==> config.mk <==
export PLATFORM = sky130hd
export DESIGN_NAME = dma_drm_ctrl
export DESIGN_NICKNAME = d
export VERILOG_FILES = /design/src/sv/dma_drm_pkg.sv /design/src/sv/dma_drm_ctrl.sv
export SDC_FILE = /design/constraint.sdc
export NUM_CORES = 1
export LEC_CHECK = 0
export BUFFER_PORTS_ARGS = -buffer_cell sky130_fd_sc_hd__buf_4
export CORE_AREA = 4 4 41 43
export DETAILED_ROUTE_END_ITERATION = 6
export DIE_AREA = 0 0 45 47
export SLEW_MARGIN = 0
export SYNTH_ARGS = -nofsm -noshare
export SYNTH_HDL_FRONTEND = slang
export SYNTH_SLANG_ARGS = --single-unit
==> constraint.sdc <==
create_clock -name clock -period 3.8 [get_ports clock]
set_clock_uncertainty 0.2 [all_clocks]
set_input_delay 0.57 -clock clock [delete_from_list [all_inputs] [get_ports clock]]
set_output_delay 0.57 -clock clock [all_outputs]
set_load 0.01 [all_outputs]
==> src/sv/dma_drm_pkg.sv <==
`timescale 1ns / 1ps
`default_nettype none

package dma_drm_pkg;

   // Ring size limits, as log2 of the number of slots.
   localparam int RING_LOG_MIN = 7;
   localparam int RING_LOG_MAX = 13;

   localparam int CSR_W     = 4;
   localparam int MODE_W    = 3;
   localparam int STATUS_W  = 2;
   localparam int JOB_W     = 16;
   localparam int RETIRED_W = 13;
   localparam int ADDR_W    = 64;
   localparam int LEN_W     = 32;
   localparam int COUNT_W   = 64;

   localparam logic [MODE_W-1:0] MODE_COPY     = 3'd0;
   localparam logic [MODE_W-1:0] MODE_DOORBELL = 3'd1;
   localparam logic [MODE_W-1:0] MODE_POLL     = 3'd2;
   localparam logic [MODE_W-1:0] MODE_TICK     = 3'd3;
   localparam logic [MODE_W-1:0] MODE_CLEAR    = 3'd4;

   localparam logic [STATUS_W-1:0] STATUS_OK      = 2'd0;
   localparam logic [STATUS_W-1:0] STATUS_FULL    = 2'd1;
   localparam logic [STATUS_W-1:0] STATUS_NO_WORK = 2'd2;

   typedef struct packed {
      logic [MODE_W-1:0] mode;
      logic [ADDR_W-1:0] src_addr;
      logic [ADDR_W-1:0] dst_addr;
      logic [LEN_W-1:0]  byte_length;
      logic              submit_now;
      logic [JOB_W-1:0]  max_completions;
   } req_type;

   typedef struct packed {
      logic [STATUS_W-1:0]  status;
      logic [JOB_W-1:0]     job_index;
      logic [RETIRED_W-1:0] retired_count;
      logic [JOB_W-1:0]     last_index;
      logic                 exec_valid;
      logic [ADDR_W-1:0]    exec_src;
      logic [ADDR_W-1:0]    exec_dst;
      logic [LEN_W-1:0]     exec_len;
      logic [COUNT_W-1:0]   submitted_total;
      logic [COUNT_W-1:0]   completed_total;
   } rsp_type;

   typedef struct packed {
      logic [ADDR_W-1:0] src;
      logic [ADDR_W-1:0] dst;
      logic [LEN_W-1:0]  len;
      logic [JOB_W-1:0]  job;
   } desc_type;

   // Controller to datapath.
   typedef struct packed {
      logic accept;
      logic finish;
   } cmd_type;

   // Datapath to controller.
   typedef struct packed {
      logic needs_read;
   } stat_type;

endpackage

`default_nettype wire

==> src/sv/dma_drm_ctrl.sv <==
`timescale 1ns / 1ps
`default_nettype none

module dma_drm_ctrl (
   input  wire logic                 clock,
   input  wire logic                 reset,
   input  wire logic                 req_valid,
   output logic                      req_ready,
   output logic                      rsp_valid,
   input  wire logic                 rsp_ready,
   input  wire dma_drm_pkg::stat_type stat,
   output dma_drm_pkg::cmd_type      cmd
);

   typedef enum logic [1:0] {
      ST_IDLE  = 2'b01,
      ST_FETCH = 2'b10
   } state_type;

   state_type st_ff, st_in;
   logic      rsp_valid_ff, rsp_valid_in;
   logic      accept;
   logic      finish;

   // A new beat is taken in the idle state once the result register is empty or being emptied.
   assign req_ready = (st_ff == ST_IDLE) && (!rsp_valid_ff || rsp_ready);
   assign accept    = req_valid && req_ready;
   assign finish    = (st_ff == ST_FETCH);

   always_comb begin
      st_in = st_ff;
      unique case (st_ff)
         ST_IDLE: begin
            if (accept && stat.needs_read) begin
               st_in = ST_FETCH;
            end
         end
         ST_FETCH: begin
            st_in = ST_IDLE;
         end
         default: begin
            st_in = ST_IDLE;
         end
      endcase
   end

   always_comb begin
      rsp_valid_in = rsp_valid_ff;
      if (rsp_valid_ff && rsp_ready) begin
         rsp_valid_in = 1'b0;
      end
      if ((accept && !stat.needs_read) || finish) begin
         rsp_valid_in = 1'b1;
      end
   end

   always_ff @(posedge clock) begin
      if (reset) begin
         st_ff        <= ST_IDLE;
         rsp_valid_ff <= 1'b0;
      end else begin
         st_ff        <= st_in;
         rsp_valid_ff <= rsp_valid_in;
      end
   end

   assign rsp_valid  = rsp_valid_ff;
   assign cmd.accept = accept;
   assign cmd.finish = finish;

endmodule

`default_nettype wire

---- Word level (Yosys, flattened, before mapping) ----
Cells that the tools add are included.
cells by class
  equality and inequality tests ........... 2
  multiplexer cells ....................... 2
  bitwise gates (word level) .............. 1
  reduce and logical (&&, ||, !) cells .... 11
operator list
  kind                                           number
  logical AND 1 bit                              5
  == test 2 x 1 -> 1 bit, second input constant  1
  == test 2 bit, second input constant           1
  logical NOT 1 bit                              2
  logical OR 1 bit                               2
  2-to-1 mux 1 bit                               2
  nonzero test 2 bit                             1
  OR reduction 2 bit                             1
  inverter 1 bit                                 1
storage, ports and cells
  register bits after elaboration ......... 3
  input bits .............................. 5

---- Longest topological paths before layout ----
Gate-level depths: netlist (run 1).
  word-level depth ........................ 7
  gate-level depth with buffers ........... 3
  gate-level depth less buffers ........... 2

---- Worst setup path after synthesis (run 1) ----
Ideal clock, no wire load.
  kind .................................... in2out
  start point ............................. input rsp_ready
  end point ............................... output cmd[1] (netlist bit)
  arrival time ............................ 996 ps
  required time ........................... 3030 ps
  setup slack ............................. 2034 ps
  stages .................................. 3
  path buffers ............................ 1
  cells stage by stage .................... nor2b_1 -> nor3b_1 -> buf_4
between the ends
  word-level cells in the longest chain between the ends .. 3
RTL lines
  what               RTL line            RTL
  from (decl)        dma_drm_ctrl.sv:10  input wire logic rsp_ready,
  logical OR 1 bit   dma_drm_ctrl.sv:26  assign req_ready = (st_ff == ST_IDLE) && (!rsp_valid_ff || rsp_ready);
  logical AND 1 bit  dma_drm_ctrl.sv:26
  logical AND 1 bit  dma_drm_ctrl.sv:27  assign accept = req_valid && req_ready;
  to (decl)          dma_drm_ctrl.sv:12  output dma_drm_pkg::cmd_type cmd
No other way between the ends.

==> flow_metrics.env, run 1 <==
export IMPL_power_switching_w=0.0000234
export IMPL_rsz0062_at_grt="no"
export IMPL_grt_max_degree=6
export IMPL_drive_above_1_share=0.500
export IMPL_port_buffer_count=8
export IMPL_crit_type="input port to primary output"
export IMPL_p_int_w=0.0000820
export IMPL_cts_max_level=1
export IMPL_finalWirelength_um=371
export IMPL_initial_core_util=0.121
export IMPL_synth_cells=16
export IMPL_pwr_share_seq=0.323
export IMPL_yosysWarnings=0
export IMPL_min_period_over_period=0.517
export IMPL_p_leak_nw=0.107
export IMPL_tightest_slew_ns=0.309
export IMPL_final_nets=32
export IMPL_cpMostUsedCell="buf_4"
export IMPL_setup_viol=0
export IMPL_required_ns=3.03
export IMPL_critPathBufInv=2
export IMPL_period_minus_slack_ns=1.96
export IMPL_cts_path_max_buffers=2
export IMPL_cp_cell_sequence="buf_4, nor2b_1, nor3b_1, buf_4"
export IMPL_cts_sink_count=3
export IMPL_hold_path_class="flop to flop"
export IMPL_cts_hold_buf=0
export IMPL_avgRoutedWirePerCell_um=9.05
export IMPL_cp_end_kind="primary output"
export IMPL_slowest_delay_ns=0.26
export IMPL_utilization=0.190
export IMPL_clk_pin_slew_ns=0.04
export IMPL_cp_start_kind="input port"
export IMPL_synth_top_area_share=0.381
export IMPL_clockRootBuffer="clkbuf_4"
export IMPL_n_antenna_cell=0
export IMPL_drv_slew=0
export IMPL_setup_tns_ns=0
export IMPL_ios=9
export IMPL_syn_cell_area_sq_um=158
export IMPL_cts_setup_buffers=0
export IMPL_grt_pass1_vias=150
export IMPL_gr_total_overflow=0
export IMPL_ys_seq_area_frac=0.381
export IMPL_cts_tree="built"
export IMPL_p_per_area_nw_per_um2=425
export IMPL_cts_buffers=3
export IMPL_crit_family="simple AND/OR/NAND/NOR gates"
export IMPL_grt_pass1_wl_um=593
export IMPL_ctsResizeCount=0
export IMPL_place_congestion=0.621
export IMPL_synth_area_leaders="dfxtp_1, buf_4, and4bb_2"
export IMPL_fp_coreArea_sq_um=1300
export IMPL_die_h_um=47
export IMPL_cp_slowest_cell="nor2b_1"
export IMPL_syn_nets=21
export IMPL_initialDrtViolationCount=6
export IMPL_path_max_fanout=5
export IMPL_synth_area_per_cell_sq_um=9.85
export IMPL_peakVddDrop_mv=0.0748
export IMPL_syn_to_final_growth_pct=57.1
export IMPL_clkLatencyLatePin_ns=0.23
export IMPL_grtUsageTotal=0.0537
export IMPL_vias_per_cell=3.56
export IMPL_hpwl_um=288
export IMPL_dr_pass1_iters=2
export IMPL_yosys_cell_types_count=12
export IMPL_pwr_share_comb=0.148
export IMPL_fp_dieW_um=45
export IMPL_finalHoldViolations=0
export IMPL_synth_ff_latch_count=3
export IMPL_rows=13
export IMPL_slew_limit_headroom=0.794
export IMPL_maxCapViolations=0
export IMPL_clock_power_share=0.529
export IMPL_ant_nets=0
export IMPL_die_area_sq_um=2120
export IMPL_grt_antenna_before_repair=0
export IMPL_drcViolationCount=0
export IMPL_crit_arrival_ns=1.19
export IMPL_synth_area_leader_cell="dfxtp_1"
export IMPL_swShare=0.222
export IMPL_timing_fmax_ghz=0.509
export IMPL_dr_total_vias=146
export IMPL_status="finished clean"
## power by group through the flow
stage	Combinational [W]	Sequential [W]	Clock, W
floorplan	0.00000821	0.0000348	0
global placement	0.0000156	0.0000345	0
detailed placement	0.0000158	0.0000345	0
CTS	0.0000158	0.0000341	0.0000587
global route	0.0000173	0.0000344	0.0000630
finish	0.0000156	0.0000341	0.0000557
## metrics by stage
| step | total power [W] | setup WS (ns) | std cells | instance area (sq um) | hold WS (ns) |
|---|---|---|---|---|---|
| 2_1_floorplan | 0.0000430 | 2.03 | 16 | 158 | 0.284 |
| 6_report | 0.000105 | 1.84 | 41 | 248 | 0.329 |
| 4_1_cts | 0.000109 | 1.82 | 41 | 248 | 0.328 |
| 3_3_place_gp | 0.0000501 | 1.82 | 37 | 221 | 0.308 |
| 3_5_place_dp | 0.0000503 | 1.82 | 37 | 221 | 0.322 |
| 5_1_grt | 0.000115 | 1.74 | 41 | 248 | 0.366 |
## placed cells by master (no fill, tap or decap)
| cell | Yosys | final |
|---|---|---|
| nor2b_1 | 2 | 2 |
| or4b_1 | 1 | 1 |
| nor2_1 | 1 | 1 |
| nand2b_1 | 1 | 1 |
| buf_4 | 2 | 8 |
| nor3b_1 | 1 | 1 |
| o31a_1 | 1 | 1 |
| nor4b_1 | 1 | 1 |
| and4bb_2 | 1 | 1 |
| clkbuf_1 | 0 | 1 |
| clkbuf_4 | 0 | 3 |
| nand2b_2 | 1 | 1 |
| dfxtp_1 | 3 | 3 |
| inv_1 | 1 | 1 |
## path summary, 6_finish.rpt
kind,startpoint,to,slack (ns),depth (start not counted)
setup / recovery,rsp_ready,cmd[1],1.84,4
setup reg to reg,st_ff[1],st_ff[0],2.48,2
hold / removal,st_ff[0],st_ff[1],0.33,2
hold reg to reg,st_ff[0],st_ff[1],0.33,2
## per-layer routing
layer | up-vias | wire length [um] | track usage
li1 | 74 | - | -
met4 | 0 | 27 | 0.105
met5 | - | 0 | 0
met2 | 10 | 133 | 0.0452
met3 | 2 | 57 | 0.0460
met1 | 60 | 152 | 0.0500
## worst min-delay path: stages (launching register included)
cell and delay, ns:
dfxtp_1 0.32, nand2b_2 0.10, nor4b_1 0.06
## cells in the mapped netlist
cell type  number
nor2_1          1
nand2b_2        1
or4b_1          1
o31a_1          1
nor3b_1         1
nor4b_1         1
and4bb_2        1
nor2b_1         2
inv_1           1
nand2b_1        1
dfxtp_1         3
buf_4           2
## state kept, by name, summed over array words and instances, names as in the netlist
register / flops
rsp_valid: 1
st_ff: 2
## kinds of logic after synthesis
kind of cell / Yosys count / share of synthesized area
buffers and inverters: 3 / 0.119
DFF: 3 / 0.381
AOI/OAI and AO/OA: 1 / 0.0556
and+or+nand+nor: 9 / 0.444
## layout make-up
cell class              count  area [sq um]
multi-input cells          10          78.8
clock buffers               4          26.3
well taps                  15          18.8
fillers                   161          1050
inverters                   1          3.75
repair buffers              8          60.1
flip-flops and latches      3          60.1
Note: power is estimated with default switching activity, not from simulation.
==> inputs of run 2 (changes only) <==
--- a/config.mk
+++ b/config.mk
@@ -5,6 +5,7 @@
 export SDC_FILE = /design/constraint.sdc
 export NUM_CORES = 1
 export LEC_CHECK = 0
+export ABC_AREA = 1
 export BUFFER_PORTS_ARGS = -buffer_cell sky130_fd_sc_hd__buf_4
 export CORE_AREA = 4 4 41 43
 export DETAILED_ROUTE_END_ITERATION = 6
==> constraint.sdc (replaced) <==
create_clock -name clock -period 1.71 [get_ports clock]
set_clock_uncertainty 0.2 [all_clocks]
set_input_delay 0.2565 -clock clock [delete_from_list [all_inputs] [get_ports clock]]
set_output_delay 0.2565 -clock clock [all_outputs]
set_load 0.01 [all_outputs]
==> run 2 against run 1 <==
Critical path depth increased by 1. Register-to-register slack got worse by 1.9 ns. Die area unchanged. Sequential share of layout area decreased by 1.4 points. Cell count increased by 12%. Largest power group unchanged. Sequential power increased by 130%. Highest routed layer is now met3. Count of clock-buffer cells in the layout unchanged. Power increased by 130%. Utilization increased by 1.2 points.
==> flow_metrics.env, run 2 <==
export IMPL_status="finished clean"
export IMPL_final_nets=37
export IMPL_largest_reg_flops=2
export IMPL_dr_total_vias=142
export IMPL_rsz0062_at_grt="no"
export IMPL_rows=13
export IMPL_hold_end="rsp_valid"
export IMPL_initialDrtViolationCount=0
export IMPL_fp_dieW_um=45
export IMPL_slew_limit_headroom=0.890
export IMPL_critical_path_reg2reg_endpoint="st_ff[0]"
export IMPL_avgRoutedWirePerCell_um=7.61
export IMPL_finalHoldViolations=0
export IMPL_tightest_slew_ns=0.164
export IMPL_gr_total_overflow=0
export IMPL_hold_start="reset"
export IMPL_clockRootBuffer="clkbuf_4"
export IMPL_reg2reg_slack_ns=0.61
export IMPL_crit_type="flop to primary output"
export IMPL_crit_arrival_ns=1.02
export IMPL_post_dp_cell_area_sq_um=236
export IMPL_cts_tree="built"
export IMPL_synth_top_area_share=0.348
export IMPL_setup_viol=0
export IMPL_setup_tns_ns=0
export IMPL_min_period_over_period=0.863
export IMPL_grtUsageTotal=0.0505
export IMPL_finalWirelength_um=350
export IMPL_path_max_fanout=4
export IMPL_cp_end_kind="primary output"
export IMPL_dr_pass1_iters=1
export IMPL_largest_register="st_ff"
export IMPL_drive_above_1_share=0.581
export IMPL_period_minus_slack_ns=1.48
export IMPL_place_congestion=0.662
export IMPL_utilization=0.202
export IMPL_cts_buffers=3
export IMPL_clk_pin_slew_ns=0.04
export IMPL_synth_area_per_cell_sq_um=8.22
export IMPL_yosysWarnings=0
export IMPL_hold_depth=2
export IMPL_synth_area_leader_cell="dfxtp_1"
export IMPL_worstRegToRegCells=5
export IMPL_syn_to_final_growth_pct=52.2
export IMPL_fp_coreArea_sq_um=1300
export IMPL_cts_sink_count=3
export IMPL_die_area_sq_um=2120
export IMPL_syn_cell_area_sq_um=173
export IMPL_cts_path_max_buffers=2
export IMPL_port_buffer_count=8
export IMPL_peakVddDrop_mv=0.204
export IMPL_cts_hold_buf=0
export IMPL_grt_pass1_vias=183
export IMPL_ant_nets=0
export IMPL_required_ns=1.25
export IMPL_final_cell_area_sq_um=263
export IMPL_clkLatencyLatePin_ns=0.23
export IMPL_cts_max_level=1
export IMPL_ctsResizeCount=0
export IMPL_synth_cells=21
export IMPL_n_fill_cell=162
export IMPL_p_per_area_nw_per_um2=914
export IMPL_syn_nets=26
export IMPL_initial_core_util=0.133
export IMPL_die_h_um=47
export IMPL_cp_start_kind="flop"
export IMPL_ys_seq_area_frac=0.348
export IMPL_synth_async_sr_flop_share=0
export IMPL_grt_antenna_before_repair=0
export IMPL_maxCapViolations=0
export IMPL_timing_fmax_ghz=0.677
export IMPL_final_common_cell="buf_4"
export IMPL_mostFrequentLayoutCells="buf_4, inv_1, clkbuf_4, dfxtp_1, inv_2"
export IMPL_hold_path_class="input port to flop"
export IMPL_cts_setup_buffers=0
export IMPL_n_antenna_cell=0
export IMPL_synth_ff_latch_count=3
export IMPL_synth_edff_count=0
export IMPL_yosys_cell_types_count=13
export IMPL_grt_pass1_wl_um=683
export IMPL_ios=9
export IMPL_hpwl_um=283
export IMPL_synth_common_cells="inv_1, dfxtp_1, buf_4, inv_2"
export IMPL_synth_most_common_cell="inv_1"
export IMPL_grt_max_degree=5
export IMPL_ys_flop_type="dfxtp_1"
export IMPL_drcViolationCount=0
export IMPL_vias_per_cell=3.09
export IMPL_p_leak_nw=0.131
export IMPL_drv_slew=0
export IMPL_synth_area_leaders="dfxtp_1, inv_1, nor3_4"
export IMPL_rr_startpoint="st_ff[0]"
-- run 2: cell type report --
class,instances,area [sq um],area share
tap,15,18.8,0.0714
clock buffer,4,26.3,0.100
timing repair buffer,8,60.1,0.229
inverter,7,26.3,0.100
sequential,3,60.1,0.229
multi-input combinational,9,71.3,0.271
-- run 2: per-stage QoR --
| step | total power, W | hold WS (ns) | setup WS (ns) | instances |
|---|---|---|---|---|
| 2_1_floorplan | 0.000101 | 0.126 | 0.534 | 21 |
| 3_3_place_gp | 0.000118 | 0.254 | 0.451 | 42 |
| 3_5_place_dp | 0.000118 | 0.254 | 0.452 | 42 |
| 4_1_cts | 0.000249 | 0.00716 | 0.224 | 46 |
| 5_1_grt | 0.000261 | 0.00688 | 0.162 | 46 |
| 6_report | 0.000240 | 0.0163 | 0.234 | 46 |
-- run 2: cells by family after synthesis --
family	after synthesis	share of synthesized area
simple gates	7	0.355
flops	3	0.348
buf+inv	9	0.239
compound gates	2	0.0579
-- run 2: per-layer routing --
layer	vias to the layer above	part of all wire	track usage
li1	80	-	-
met1	56	0.43	0.0476
met2	6	0.47	0.0678
met3	0	0.089	0.0268
met4	0	0	0.0702
met5	-	0	0
-- run 2: worst max path at each step --
| stage | start | depth (start not counted) | end | slack [ns] |
|---|---|---|---|---|
| floorplan | rsp_valid | 4 | cmd[1] | 0.53 |
| global placement | rsp_ready | 5 | req_ready | 0.45 |
| detailed placement | rsp_ready | 5 | req_ready | 0.45 |
| CTS | st_ff[0] | 5 | cmd[1] | 0.22 |
| global route | st_ff[0] | 5 | cmd[1] | 0.16 |
| finish | st_ff[0] | 5 | cmd[1] | 0.23 |
-- run 2: report_power, final --
part           total [W]  internal, W  leakage (nW)  switching [W]
sequential     0.0000770    0.0000740        0.0246     0.00000299
combinational  0.0000396    0.0000212        0.0911      0.0000185
clock           0.000124    0.0000874        0.0150      0.0000362
total           0.000240     0.000183         0.131      0.0000576
-- run 2: critical path: stages, from the launching register on --
cell and delay, ns:
dfxtp_1 0.37, inv_2 0.06, nor2_4 0.09, nand3_2 0.09, inv_1 0.07, buf_4 0.11
